==> src/rtl/kbd_sc_pkg.sv <==
// constants and key table for the set-1 scan code decoder
package kbd_sc_pkg;

  localparam int TABLE_ENTRIES = 89;

  localparam logic [7:0] SHIFT_L_MAKE   = 8'h2A;
  localparam logic [7:0] SHIFT_R_MAKE   = 8'h36;
  localparam logic [7:0] SHIFT_L_BREAK  = 8'hAA;
  localparam logic [7:0] SHIFT_R_BREAK  = 8'hB6;
  localparam logic [7:0] NUM_LOCK_MAKE  = 8'h45;
  localparam logic [7:0] SCRL_LOCK_MAKE = 8'h46;
  localparam logic [7:0] CAPS_LOCK_MAKE = 8'h3A;
  localparam logic [7:0] BREAK_MASK     = 8'h80;
  localparam logic [6:0] KEYPAD_FIRST   = 7'd71;
  localparam logic [6:0] KEYPAD_LAST    = 7'd83;

  localparam logic [7:0] NO_KEY_CODE = 8'h00;

  typedef struct packed {
    logic [7:0] alt;
    logic [7:0] base;
  } key_row_t;

  // two-column key table, base column and shifted column
  function automatic key_row_t key_rom(input logic [6:0] key);
    key_row_t row;
    row = '{alt: NO_KEY_CODE, base: NO_KEY_CODE};
    if (32'(key) < TABLE_ENTRIES) begin
      case (key)
        7'd0:  row = '{8'h00, 8'h00};
        7'd1:  row = '{8'h1B, 8'h1B};
        7'd2:  row = '{8'h21, 8'h31};
        7'd3:  row = '{8'h40, 8'h32};
        7'd4:  row = '{8'h23, 8'h33};
        7'd5:  row = '{8'h24, 8'h34};
        7'd6:  row = '{8'h25, 8'h35};
        7'd7:  row = '{8'h5E, 8'h36};
        7'd8:  row = '{8'h26, 8'h37};
        7'd9:  row = '{8'h2A, 8'h38};
        7'd10: row = '{8'h28, 8'h39};
        7'd11: row = '{8'h29, 8'h30};
        7'd12: row = '{8'h5F, 8'h2D};
        7'd13: row = '{8'h2B, 8'h3D};
        7'd14: row = '{8'h08, 8'h08};
        7'd15: row = '{8'h09, 8'h09};
        7'd16: row = '{8'h51, 8'h71};
        7'd17: row = '{8'h57, 8'h77};
        7'd18: row = '{8'h45, 8'h65};
        7'd19: row = '{8'h52, 8'h72};
        7'd20: row = '{8'h54, 8'h74};
        7'd21: row = '{8'h59, 8'h79};
        7'd22: row = '{8'h55, 8'h75};
        7'd23: row = '{8'h49, 8'h69};
        7'd24: row = '{8'h4F, 8'h6F};
        7'd25: row = '{8'h50, 8'h70};
        7'd26: row = '{8'h7B, 8'h5B};
        7'd27: row = '{8'h7D, 8'h5D};
        7'd28: row = '{8'h0A, 8'h0A};
        7'd29: row = '{8'h81, 8'h81};
        7'd30: row = '{8'h41, 8'h61};
        7'd31: row = '{8'h53, 8'h73};
        7'd32: row = '{8'h44, 8'h64};
        7'd33: row = '{8'h46, 8'h66};
        7'd34: row = '{8'h47, 8'h67};
        7'd35: row = '{8'h48, 8'h68};
        7'd36: row = '{8'h4A, 8'h6A};
        7'd37: row = '{8'h4B, 8'h6B};
        7'd38: row = '{8'h4C, 8'h6C};
        7'd39: row = '{8'h3A, 8'h3B};
        7'd40: row = '{8'h22, 8'h27};
        7'd41: row = '{8'h7E, 8'h60};
        7'd42: row = '{8'h82, 8'h82};
        7'd43: row = '{8'h7C, 8'h5C};
        7'd44: row = '{8'h5A, 8'h7A};
        7'd45: row = '{8'h58, 8'h78};
        7'd46: row = '{8'h43, 8'h63};
        7'd47: row = '{8'h56, 8'h76};
        7'd48: row = '{8'h42, 8'h62};
        7'd49: row = '{8'h4E, 8'h6E};
        7'd50: row = '{8'h4D, 8'h6D};
        7'd51: row = '{8'h3C, 8'h2C};
        7'd52: row = '{8'h3E, 8'h2E};
        7'd53: row = '{8'h3F, 8'h2F};
        7'd54: row = '{8'h83, 8'h83};
        7'd55: row = '{8'h2A, 8'h2A};
        7'd56: row = '{8'h85, 8'h85};
        7'd57: row = '{8'h20, 8'h20};
        7'd58: row = '{8'h86, 8'h86};
        7'd59: row = '{8'h87, 8'h87};
        7'd60: row = '{8'h88, 8'h88};
        7'd61: row = '{8'h89, 8'h89};
        7'd62: row = '{8'h8A, 8'h8A};
        7'd63: row = '{8'h8B, 8'h8B};
        7'd64: row = '{8'h8C, 8'h8C};
        7'd65: row = '{8'h8D, 8'h8D};
        7'd66: row = '{8'h8E, 8'h8E};
        7'd67: row = '{8'h8F, 8'h8F};
        7'd68: row = '{8'h90, 8'h90};
        7'd69: row = '{8'h91, 8'h91};
        7'd70: row = '{8'h92, 8'h92};
        7'd71: row = '{8'h37, 8'h93};
        7'd72: row = '{8'h38, 8'h94};
        7'd73: row = '{8'h39, 8'h95};
        7'd74: row = '{8'h2D, 8'h2D};
        7'd75: row = '{8'h34, 8'h96};
        7'd76: row = '{8'h35, 8'h97};
        7'd77: row = '{8'h36, 8'h98};
        7'd78: row = '{8'h2B, 8'h2B};
        7'd79: row = '{8'h31, 8'h99};
        7'd80: row = '{8'h32, 8'h9A};
        7'd81: row = '{8'h33, 8'h9B};
        7'd82: row = '{8'h30, 8'h9C};
        7'd83: row = '{8'h2E, 8'h9D};
        7'd87: row = '{8'h9E, 8'h9E};
        7'd88: row = '{8'h9F, 8'h9F};
        default: row = '{NO_KEY_CODE, NO_KEY_CODE};
      endcase
    end
    return row;
  endfunction

endpackage

==> src/rtl/keyboard_scan_code_to_ascii_top.sv <==
// set-1 scan code to key code decoder with shift and lock tracking
// Takes one raw set-1 scan code per word and returns exactly one result word for it: the key
// code from the two-column key table, a pressed flag (clear on break codes), and on a make code
// of num, caps or scroll lock the toggled LED bits with led_update set. A new scan code can be
// taken every clock cycle while results are taken; each word passes an input register and a
// result register, and while a finished result waits in the result register one more code can
// enter the input register. After reset num lock is on, shift, caps and scroll lock are off.
module keyboard_scan_code_to_ascii_top (
  input  logic       clk,
  input  logic       rst,
  input  logic       in_valid,
  output logic       in_ready,
  input  logic [7:0] scan_code,
  output logic       out_valid,
  input  logic       out_ready,
  output logic [7:0] key_code,
  output logic       pressed,
  output logic       led_update,
  output logic [2:0] led_bits
);
  import kbd_sc_pkg::*;

  logic       s1_valid;
  logic [7:0] s1_code;
  logic       advance;

  logic shift_held, num_lock_on, scroll_lock_on, caps_lock_on;
  logic shift_held_next, num_lock_on_next, scroll_lock_on_next, caps_lock_on_next;

  logic [6:0] key;
  key_row_t   row;
  logic       use_alt;
  logic [7:0] key_code_next;
  logic       led_update_next;
  logic [2:0] led_bits_next;

  assign advance  = s1_valid && (!out_valid || out_ready);
  assign in_ready = !s1_valid || advance;

  always_comb begin
    key                 = s1_code[6:0];
    row                 = key_rom(key);
    shift_held_next     = shift_held;
    num_lock_on_next    = num_lock_on;
    scroll_lock_on_next = scroll_lock_on;
    caps_lock_on_next   = caps_lock_on;
    use_alt             = 1'b0;
    led_update_next     = 1'b0;
    led_bits_next       = 3'b000;
    if (s1_code inside {SHIFT_L_MAKE, SHIFT_R_MAKE}) begin
      shift_held_next = 1'b1;
    end else if (s1_code inside {SHIFT_L_BREAK, SHIFT_R_BREAK}) begin
      shift_held_next = 1'b0;
    end else if (s1_code inside {NUM_LOCK_MAKE, SCRL_LOCK_MAKE, CAPS_LOCK_MAKE}) begin
      if (s1_code == NUM_LOCK_MAKE) begin
        num_lock_on_next = !num_lock_on;
      end else if (s1_code == SCRL_LOCK_MAKE) begin
        scroll_lock_on_next = !scroll_lock_on;
      end else begin
        caps_lock_on_next = !caps_lock_on;
      end
      led_update_next = 1'b1;
      led_bits_next   = {caps_lock_on_next, num_lock_on_next, scroll_lock_on_next};
    end else if (key inside {[KEYPAD_FIRST:KEYPAD_LAST]}) begin
      use_alt = shift_held ^ num_lock_on;
    end else if (row.base != row.alt) begin
      use_alt = shift_held ^ caps_lock_on;
    end
    key_code_next = use_alt ? row.alt : row.base;
  end

  always_ff @(posedge clk) begin
    if (rst) begin
      s1_valid       <= 1'b0;
      out_valid      <= 1'b0;
      shift_held     <= 1'b0;
      num_lock_on    <= 1'b1;
      scroll_lock_on <= 1'b0;
      caps_lock_on   <= 1'b0;
    end else begin
      if (in_ready) begin
        s1_valid <= in_valid;
      end
      if (advance) begin
        out_valid      <= 1'b1;
        shift_held     <= shift_held_next;
        num_lock_on    <= num_lock_on_next;
        scroll_lock_on <= scroll_lock_on_next;
        caps_lock_on   <= caps_lock_on_next;
      end else if (out_ready) begin
        out_valid <= 1'b0;
      end
    end
  end

  // payload registers
  always_ff @(posedge clk) begin
    if (in_valid && in_ready) begin
      s1_code <= scan_code;
    end
    if (advance) begin
      key_code   <= key_code_next;
      pressed    <= (s1_code & BREAK_MASK) == 8'h00;
      led_update <= led_update_next;
      led_bits   <= led_bits_next;
    end
  end

endmodule

==> config.mk <==
export PLATFORM = sky130hd
export DESIGN_NAME = keyboard_scan_code_to_ascii_top
export DESIGN_NICKNAME = d
export VERILOG_FILES = /design/src/rtl/kbd_sc_pkg.sv /design/src/rtl/keyboard_scan_code_to_ascii_top.sv
export SDC_FILE = /design/constraint.sdc
export NUM_CORES = 1
export LEC_CHECK = 0
export ABC_AREA = 1
export BUFFER_PORTS_ARGS = -buffer_cell sky130_fd_sc_hd__buf_2
export CORE_MARGIN = 3
export CORE_UTILIZATION = 40
export CTS_BUF_LIST = sky130_fd_sc_hd__clkbuf_16
export CTS_CLUSTER_SIZE = 16
export DETAILED_ROUTE_END_ITERATION = 10
export HOLD_SLACK_MARGIN = 0.15
export PLACE_DENSITY = 0.62
export SLEW_MARGIN = 20
export SYNTH_ARGS = -nofsm -noshare
export SYNTH_HDL_FRONTEND = slang
export SYNTH_SLANG_ARGS = --single-unit
==> constraint.sdc <==
create_clock -name clk -period 2.2 [get_ports clk]
set_clock_uncertainty 0.15 [all_clocks]
set_input_delay 0.22 -clock clk [delete_from_list [all_inputs] [get_ports clk]]
set_output_delay 0.22 -clock clk [all_outputs]
set_load 0.01 [all_outputs]
* Yosys cells after proc, flatten, opt, wreduce, memory -nomap -nowiden
Memories as Yosys holds them, arrays and structs flattened. A register that Yosys moved wholly into a read port is not among the register bits. Index checks and enable logic that the tools add are counted.
Word-level totals: memories 1, output and inout port bits 15, register bits 27, memory bits (read-only) 2048
Cells by class: equal/unequal tests 8, multiplexer cells 18, bitwise operators 5, order comparisons 3, reduce and logical (&&, ||, !) cells 20
Memories:
- (name not given) | depth 128, bits a word 16, read ports 1, clocked after Yosys merged registers in 1, write ports 0, line kbd_sc_pkg.sv:29 | case (key)
Operators with widths (count):
- $eq A8 B6 Y1 const B | 3
- $eq A8 B7 Y1 const B | 2
- $eq A8 B8 Y1 const B | 2
- $mux W16 | 1
- $mux W1 | 15
- $logic_not A8 Y1 | 1
- $mux W8 | 1
- $ne A8 B8 Y1 | 1
- $reduce_bool A2 Y1 | 4
- $ge A7 B7 Y1 const B | 1
- $le A7 B7 Y1 const B | 1
- $lt A7 B7 Y1 const B | 1
- $mux W7 | 1
- $logic_not A1 Y1 | 5
- $reduce_and A4 Y1 | 1
- $logic_and A1 B1 Y1 | 3
- $not A1 Y1 | 3
- $reduce_bool A3 Y1 | 1
- $reduce_or A3 Y1 | 1
- $logic_or A1 B1 Y1 | 2
- $reduce_and A2 Y1 | 1
- $reduce_or A2 Y1 | 1
- $xor A1 B1 Y1 | 2

* Longest topological paths before layout
Gate-level depths: netlist (run 1).
depth after elaboration 9, mapped depth 17, mapped depth without buffers 16

* Least setup slack after synthesis (run 1)
Ideal clock, no wire load.
kind reg-to-reg, from reg out_valid, to reg (tool-made name), data arrival time 2.053 ns, setup time 0.116 ns, setup slack -0.119 ns, buffers on the path 1, clock period less this slack 2.319 ns, cell stages (with the launch flop) 17, cell sequence dfxtp_1 > nand3_2 > nand2_1 > buf_6 > inv_2 > nand2_1 > nand2_1 > ha_1 > inv_1 > nand2_1 > nand2_1 > nand2_1 > nand2_1 > nand2_1 > nand2_1 > o21ai_1 > nand2_1
RTL lines:
- start: declaration | line keyboard_scan_code_to_ascii_top.sv:14 | output logic out_valid,
- start signal: assignment | line keyboard_scan_code_to_ascii_top.sv:75 | out_valid <= 1'b0;
- start signal: assignment | line keyboard_scan_code_to_ascii_top.sv:85 | out_valid <= 1'b1;
- start signal: assignment | line keyboard_scan_code_to_ascii_top.sv:91 | out_valid <= 1'b0;

==> results of run 1 <==
-- cells by family after synthesis --
| group | after synthesis | share of synthesized area |
|---|---|---|
| adder cells (fa/ha/maj) | 16 | 0.0576 |
| AO/OA/AOI/OAI | 52 | 0.0897 |
| AND/OR/NAND/NOR | 353 | 0.448 |
| XOR/XNOR | 5 | 0.0126 |
| flip-flops | 43 | 0.308 |
| buffers and inverters | 64 | 0.0835 |
-- per-layer routing --
metal / routed length [um] / up-vias / global-route usage / share of wire
li1: - / 1990 / - / -
met5: 0 / - / 0 / 0
met1: 5270 / 1832 / 0.319 / 0.41
met3: 769 / 50 / 0.0161 / 0.060
met2: 6220 / 180 / 0.412 / 0.48
met4: 596 / 0 / 0.106 / 0.046
-- per-stage QoR --
stage | utilization | area, um^2
final | 0.623 | 5200
after global routing | 0.623 | 5200
after CTS | 0.550 | 4590
after detailed placement | 0.510 | 4250
after global placement | 0.510 | 4250
after floorplan | - | 3490
-- cells in the final DEF (no fill, tap or decap), types with 3 or more instances in the layout --
| master | instances |
|---|---|
| nand2_1 | 186 |
| buf_4 | 88 |
| nand3_1 | 52 |
| inv_1 | 34 |
| nand2_2 | 33 |
| buf_2 | 26 |
| edfxtp_1 | 21 |
| nor2_1 | 20 |
| dfxtp_1 | 20 |
| nand2_4 | 16 |
| nand3_2 | 15 |
| a21oi_1 | 12 |
| o21ai_1 | 12 |
| inv_2 | 10 |
| nor2_2 | 10 |
| nand4_1 | 9 |
| o21ai_2 | 9 |
| ha_1 | 9 |
| dlygate4sd3_1 | 9 |
| o21ai_0 | 7 |
| clkbuf_16 | 7 |
| buf_12 | 7 |
| o21ai_4 | 4 |
| o211ai_1 | 4 |
| ha_2 | 4 |
| nand2_8 | 3 |
| xor2_1 | 3 |
| ha_4 | 3 |
-- cell type report --
class                   count  area (um^2)
fillers                   759         3140
multi-input cells         428         2550
repair buffers            135         1110
flip-flops and latches     43         1070
inverters                  47          193
well taps                 105          131
clock buffers               5          125
clock inverters             3         16.3
-- where the power goes --
group | switching, W | internal [W]
Combinational | 0.000687 | 0.000497
Clock | 0.000305 | 0.000415
Sequential | 0.0000523 | 0.000925
Total | 0.00104 | 0.00184
-- worst max-delay path, cell delays in order, from the launching register on --
cell	delay, ns
dfxtp_2	0.34
nand3_4	0.09
nand2_4	0.08
buf_12	0.15
inv_8	0.07
nand2_4	0.05
nand2_4	0.10
ha_4	0.18
clkinvlp_4	0.19
buf_6	0.16
ha_1	0.17
nand3_1	0.07
nand4_1	0.15
nand2_1	0.13
o21ai_1	0.07
-- how the worst max path moves through the flow --
stage / to / slack, ns / cells after the start
after floorplan: register / 0.006 / 11
final: register / -0.05 / 14
after global placement: register / -0.19 / 18
after detailed placement: register / -0.17 / 14
after CTS: register / -0.02 / 14
after global routing: register / -0.14 / 14
-- what timing repair did --
item / in CTS / in global routing
buffers inserted: 2 / 23
hold endpoints to repair: 13 / 0
setup endpoints to repair: 23 / 27
pin swaps: 8 / 33
gates cloned: 1 / 3
gates resized for setup: 21 / 102
hold buffers: 9 / 0
==> impl_metrics.yaml, run 1 <==
setup_path:
  regToRegStartpoint: "s1_valid"
  rr_worst_depth: 14
  crit_path_end_kind: "register"
  start_kind: "register"
  worstPathMaxFanout: 6
  crit_start: "s1_valid"
  required_ns: 2.22
  r2r_slack_ns: -0.05
  crit_type: "register to register"
  worstPathArrival_ns: 2.27
final_layout:
  diodes: 0
  fin_cells: 766
  areaGrowthSynthToFinish_pct: 49.5
  nNetsFinal: 688
  drive_above_1_share: 0.390
sta:
  fin_crit_sh: 1.02
  finalHoldViolCount: 0
  worst_slew_pin_slew_ns: 0.370
  setup_violations: 10
  hold_ws_ns: 0.183
  slew_violations: 0
  rsz0062_at_grt: "yes"
  fmax_mhz: 444
  finalWorstSetupSlack_ns: -0.0503
  relSlewSlack: 0.752
  fin_crit_ns: 2.25
  setup_tns_ns: -0.206
grt:
  grtUsageTotal: 0.243
  grt_pass1_vias: 3712
  grt_max_degree: 25
  grt_pass1_wl_um: 19000
  antenna_found_initial: 0
  grt_overflow: 0
floorplanning:
  initial_core_util: 0.417
  dieArea_mm2: 0.00984
  die_y_um: 99.2
  io_pins: 27
  num_rows: 33
  die_w_um: 99.2
  core_area_mm2: 0.00834
logic_synthesis:
  synth.distinct_cells: 36
  synth.cell_area_mm2: 0.00347
  yosysMostFrequentCell: "nand2_1"
  avgSynthCellArea_um2: 6.52
  synth-edff-count: 21
  synth_ff_type: "dfxtp_1"
  synth_largest_area_cell: "nand2_1"
  ys_seq_elements: 43
  syn-num-nets: 561
  synth_top_area_frac: 0.236
  syn_inst: 533
  synthTopCellsByCount: "nand2_1 (218), nand3_1 (68), inv_1 (36), nor2_1 (27), dfxtp_1 (22)"
  yosys_warnings: 0
  synth-async-reset-ratio: 0
  yosys-top-cells-area: "nand2_1 (24%), edfxtp_1 (18%), dfxtp_1 (13%), nand3_1 (9.8%), ha_1 (5.8%)"
  synth_seq_area_share: 0.308
placement:
  io_buffers: 26
  hpwlAfterDp_um: 9290
  placed_cells: 720
  gp_congestion: 0.988
  post-place-ws_ns: -0.166
worst_hold_path:
  whs_path_depth: 5
  min-delay-path-class: "input pin to register"
  worstHoldEndpoint: "out_valid"
  holdCritStartpoint: "out_ready"
cts:
  insertion_delay_ns: 0.28
  htreeDepth: 2
  path_clk_slew_ns: 0.06
  clkSinkCount: 43
  cts_root_buffer: "clkbuf_16"
  cts_tree: "yes"
  cts_inserted_buffers: 5
  clk_path_buf_depth: 2
run_status:
  outcome: "finished with violations"
  violations: "setup timing"
drt:
  ant_nets: 0
  firstDrtPassIters: 5
  wl_per_cell_um: 16.8
  drt_wl_total_um: 12900
  drc: 0
  drt_iter0_markers: 279
  num_vias: 4052
  avgViaCountPerCell: 5.29
power:
  leakage_nw: 2.62
  fin_total_pwr_w: 0.00288
  powerDensity_mw_per_mm2: 554
  ir_drop_v: 0.000335
job:
  max_cap_viol_count: 0
No activity file was read; power rests on OpenSTA's default activity.
==> run 2, diff against run 1 <==
--- a/config.mk
+++ b/config.mk
@@ -7,6 +7,7 @@
 export LEC_CHECK = 0
 export ABC_AREA = 1
 export BUFFER_PORTS_ARGS = -buffer_cell sky130_fd_sc_hd__buf_2
+export CORE_ASPECT_RATIO = 0.6
 export CORE_MARGIN = 3
 export CORE_UTILIZATION = 40
 export CTS_BUF_LIST = sky130_fd_sc_hd__clkbuf_16
==> run 2 against run 1 <==
  * The run still ends with setup timing left
  * Maximum frequency down 3.6%
  * Power up 8.4%
  * Via count up 3.8%
==> impl_metrics.yaml, run 2 (same netlist as run 1, synthesis figures left out) <==
run_status:
  outcome: "finished with violations"
  violations: "setup timing"
floorplanning:
  die_y_um: 78.2
  initial_core_util: 0.426
  die_w_um: 126
  io_pins: 27
  num_rows: 25
  core_area_mm2: 0.00816
  dieArea_mm2: 0.00988
worst_hold_path:
  whs_path_depth: 5
  min-delay-path-class: "input pin to register"
final_layout:
  final_cell_mix: "nand2_1 (185), buf_4 (86), nand3_1 (63), nand2_2 (44), inv_1 (35)"
  drive_above_1_share: 0.363
  final_common_cell: "nand2_1"
  design_area_mm2: 0.00505
  final_util: 0.619
  areaGrowthSynthToFinish_pct: 45.5
  diodes: 0
  nNetsFinal: 686
power:
  fin_total_pwr_w: 0.00312
  leakage_nw: 2.54
  ir_drop_v: 0.000467
  powerDensity_mw_per_mm2: 618
drt:
  avgViaCountPerCell: 5.48
  drt_wl_total_um: 14200
  drt_iter0_markers: 555
  drc: 0
  wl_per_cell_um: 18.4
  ant_nets: 0
  firstDrtPassIters: 6
  num_vias: 4204
sta:
  slew_violations: 0
  fmax_mhz: 428
  relSlewSlack: 0.750
  finalHoldViolCount: 0
  fin_crit_ns: 2.33
  finalWorstSetupSlack_ns: -0.135
  worst_slew_pin_slew_ns: 0.374
  rsz0062_at_grt: "yes"
  setup_tns_ns: -0.925
  fin_crit_sh: 1.06
  setup_violations: 9
setup_path:
  crit_path_end_kind: "register"
  cp_num_buf_inv: 0
  worstPathArrival_ns: 2.22
  crit_type: "register to register"
  critPathTopFamily: "simple AND/OR/NAND/NOR gates"
  start_kind: "register"
  cpPeakStageDelay_ns: 0.50
  worstPathMaxFanout: 8
  required_ns: 2.09
  rr_worst_depth: 14
  crit_cells: 14
  critPathSlowestCell: "edfxtp_1"
  crit_chain: "nor2_4, nand3_4, nand2_8, nand2_2, nand2_1, nand2_1, nand2_1, nor2_1, nand2_1, nand2_2, nand2_4, nand2_8, nand2_2, nand2_2"
placement:
  post-place-ws_ns: -0.255
  place_area_mm2: 0.00425
  gp_congestion: 1.00
  io_buffers: 26
  hpwlAfterDp_um: 10400
cts:
  cts_inserted_buffers: 5
  cts_root_buffer: "clkbuf_16"
  clk_path_buf_depth: 2
  path_clk_slew_ns: 0.07
  clkSinkCount: 43
  htreeDepth: 2
  cts_tree: "yes"
  insertion_delay_ns: 0.29
grt:
  grtUsageTotal: 0.272
  grt_pass1_wl_um: 20700
  antenna_found_initial: 0
  grt_overflow: 0
  grt_max_degree: 23
  grt_pass1_vias: 3766
job:
  max_cap_viol_count: 0
[run 2: changes by cell type in the layout (fill, tap and decap cells not counted), moves of 5 or more]
| cell | before | now |
|---|---|---|
| nand3_2 | 15 | 4 |
| nor2_2 | 10 | 2 |
| nand3_1 | 52 | 63 |
| nand2_2 | 33 | 44 |
| nand2_4 | 16 | 7 |
| buf_6 | 2 | 7 |
[run 2: worst paths after layout]
kind | startpoint | to | slack [ns]
hold / removal | out_ready | out_valid | 0.23
hold reg to reg | shift_held | shift_held | 0.35
setup / recovery | s1_code[0] | key_code[5] | -0.13
setup reg to reg | s1_code[0] | key_code[5] | -0.13
[run 2: final cells by class]
type	count	area, um^2
Fill cell	722	3110
Multi-Input combinational cell	429	2450
Sequential cell	43	1070
Timing Repair Buffer	132	1020
Inverter	47	183
Tap cell	108	135
Clock buffer	5	125
Clock inverter	3	63.8
[run 2: repair_timing]
action	in CTS	in global routing
buffers inserted	3	18
hold buffers	9	0
pin swaps	9	23
hold endpoints to repair	13	0
endpoints found under the setup margin	24	24
gates resized for setup	10	80
gates cloned	2	1
[run 2: per-layer routing]
metal,vias up,GRT usage,share of wire
met1,1953,0.405,0.46
met2,243,0.367,0.40
met4,0,0.0450,0.0078
met3,19,0.112,0.13
met5,-,0,0
li1,1989,-,-
[run 2: power by group]
part | leakage, nW | internal, W | switching [W]
combinational | 2.06 | 0.000467 | 0.000705
sequential | 0.388 | 0.000925 | 0.0000574
clock | 0.0952 | 0.000647 | 0.000320
[run 2: stage by stage]
step | hold slack, ns | std cells
global placement | 0.255 | 726
global route | 0.264 | 767
finish | 0.226 | 767
CTS | 0.238 | 748
floorplan | 0.132 | 533
detailed placement | 0.254 | 726
[run 2: worst reg2reg max path: stages (launching register included)]
cell and delay (ns):
edfxtp_1 0.50, nor2_4 0.20, nand3_4 0.17, nand2_8 0.17, nand2_2 0.08, nand2_1 0.06
nand2_1 0.05, nand2_1 0.08, nor2_1 0.05, nand2_1 0.08, nand2_2 0.10, nand2_4 0.16
nand2_8 0.10, nand2_2 0.07, nand2_2 0.06
==> run 3, diff against run 2 <==
--- a/config.mk
+++ b/config.mk
@@ -15,6 +15,7 @@
 export DETAILED_ROUTE_END_ITERATION = 10
 export HOLD_SLACK_MARGIN = 0.15
 export PLACE_DENSITY = 0.62
+export RECOVER_POWER = 100
 export SLEW_MARGIN = 20
 export SYNTH_ARGS = -nofsm -noshare
 export SYNTH_HDL_FRONTEND = slang
==> run 3 against run 2 <==
  * The flow still finishes with violations (setup timing)
  * Sequential power is essentially flat
  * Wire length is essentially flat
  * Clock power about the same
  * Non-clock buffer count unchanged
  * Via count is 0.48% lower
  * Die area unchanged
  * Design area shrank 0.52%
  * Power is 0.22% lower
  * Largest power group unchanged
  * Highest routed layer unchanged
==> impl_metrics.yaml, run 3 (same netlist as run 1, synthesis figures left out) <==
sta:
  fmax_mhz: 430
  fin_crit_ns: 2.33
  slew_violations: 0
  finalHoldViolCount: 0
  rsz0062_at_grt: "yes"
  worst_slew_pin_slew_ns: 0.372
  relSlewSlack: 0.751
  setup_violations: 9
  fin_crit_sh: 1.06
  finalWorstSetupSlack_ns: -0.127
final_layout:
  regArea_mm2: 0.00107
  drive_above_1_share: 0.331
  final_cell_mix: "nand2_1 (185), buf_4 (86), nand3_1 (63), nand2_2 (44), inv_1 (35)"
  diodes: 0
  areaGrowthSynthToFinish_pct: 44.7
  multi_input_area_mm2: 0.00245
  fillers: 736
  final_common_cell: "nand2_1"
  nNetsFinal: 686
floorplanning:
  die_y_um: 78.2
  die_w_um: 126
  initial_core_util: 0.426
  io_pins: 27
  core_area_mm2: 0.00816
  dieArea_mm2: 0.00988
  num_rows: 25
drt:
  num_vias: 4184
  wl_per_cell_um: 18.5
  firstDrtPassIters: 5
  avgViaCountPerCell: 5.46
  ant_nets: 0
  drt_wl_total_um: 14200
  drt_iter0_markers: 530
  drc: 0
power:
  leakage_nw: 2.48
  fin_total_pwr_w: 0.00311
  ir_drop_v: 0.000467
  powerDensity_mw_per_mm2: 619
cts:
  cts_tree: "yes"
  insertion_delay_ns: 0.29
  path_clk_slew_ns: 0.07
  cts_root_buffer: "clkbuf_16"
  clkSinkCount: 43
  clk_path_buf_depth: 2
  htreeDepth: 2
  cts_inserted_buffers: 5
placement:
  post-place-ws_ns: -0.255
  gp_congestion: 1.00
  hpwlAfterDp_um: 10400
  io_buffers: 26
run_status:
  outcome: "finished with violations"
  violations: "setup timing"
setup_path:
  crit_start: "s1_code[0]"
  crit_path_end_kind: "register"
  start_kind: "register"
  crit_type: "register to register"
  worstPathArrival_ns: 2.21
  worstPathMaxFanout: 8
  regToRegStartpoint: "s1_code[0]"
  required_ns: 2.09
grt:
  antenna_found_initial: 0
  use_met3: 0.112
  grt.busiest_layer: "met1"
  met1_usage: 0.405
  met2_usage: 0.367
  grtUsageTotal: 0.272
  grt_overflow: 0
  grt_pass1_vias: 3766
  grt_pass1_wl_um: 20700
  grt_max_degree: 23
job:
  max_cap_viol_count: 0
worst_hold_path:
  min-delay-path-class: "input pin to register"
  holdCritStartpoint: "out_ready"
run 3: final timing paths:
check / to / slack [ns] / depth (start not counted)
setup / recovery: key_code[5] / -0.13 / 14
hold / removal: out_valid / 0.22 / 5
setup reg to reg: key_code[5] / -0.13 / 14
hold reg to reg: scroll_lock_on / 0.35 / 2
run 3: metal layers:
metal	share of wire	vias to the layer above
li1	-	1985
met1	0.47	1949
met2	0.40	237
met3	0.12	13
met4	0.0063	0
met5	0	-
run 3: report_power, final:
part | internal, W | total [W] | switching, W
Sequential | 0.000925 | 0.000983 | 0.0000579
Clock | 0.000647 | 0.000965 | 0.000318
Combinational | 0.000462 | 0.00117 | 0.000705
run 3: repair_timing:
action / CTS / global route
cloned: 2 / 1
hold endpoints to repair: 13 / 0
pin swaps: 9 / 23
setup buffers: 3 / 18
hold buffers: 9 / 0
gates resized for setup: 10 / 80
endpoints found under the setup margin: 24 / 24
run 3: area by class of cell:
type / instances / share of cell area
well taps: 108 / 0.0269
clock buffers: 5 / 0.0249
repair buffers: 132 / 0.199
inverters: 47 / 0.0363
clock inverters: 3 / 0.0127
multi-input cells: 429 / 0.487
flip-flops and latches: 43 / 0.213
run 3: through the flow:
step / cell area, um^2 / setup TNS, ns / hold WS [ns] / util / instances
after floorplan: 3490 / 0 / 0.132 / - / 533
after global placement: 4250 / -2.22 / 0.255 / 0.521 / 726
after detailed placement: 4250 / -2.56 / 0.254 / 0.521 / 726
after CTS: 4610 / 0 / 0.238 / 0.564 / 748
after global routing: 5030 / -2.37 / 0.264 / 0.616 / 767
final: 5030 / -0.879 / 0.225 / 0.616 / 767
run 3: worst max-delay path, stage by stage (launching register included):
cell,delay [ns]
edfxtp_1,0.50
nor2_4,0.20
nand3_4,0.17
nand2_8,0.17
nand2_2,0.07
nand2_1,0.06
nand2_1,0.05
nand2_1,0.08
nor2_1,0.05
nand2_1,0.08
nand2_2,0.10
nand2_4,0.15
nand2_8,0.09
nand2_2,0.07
nand2_2,0.06
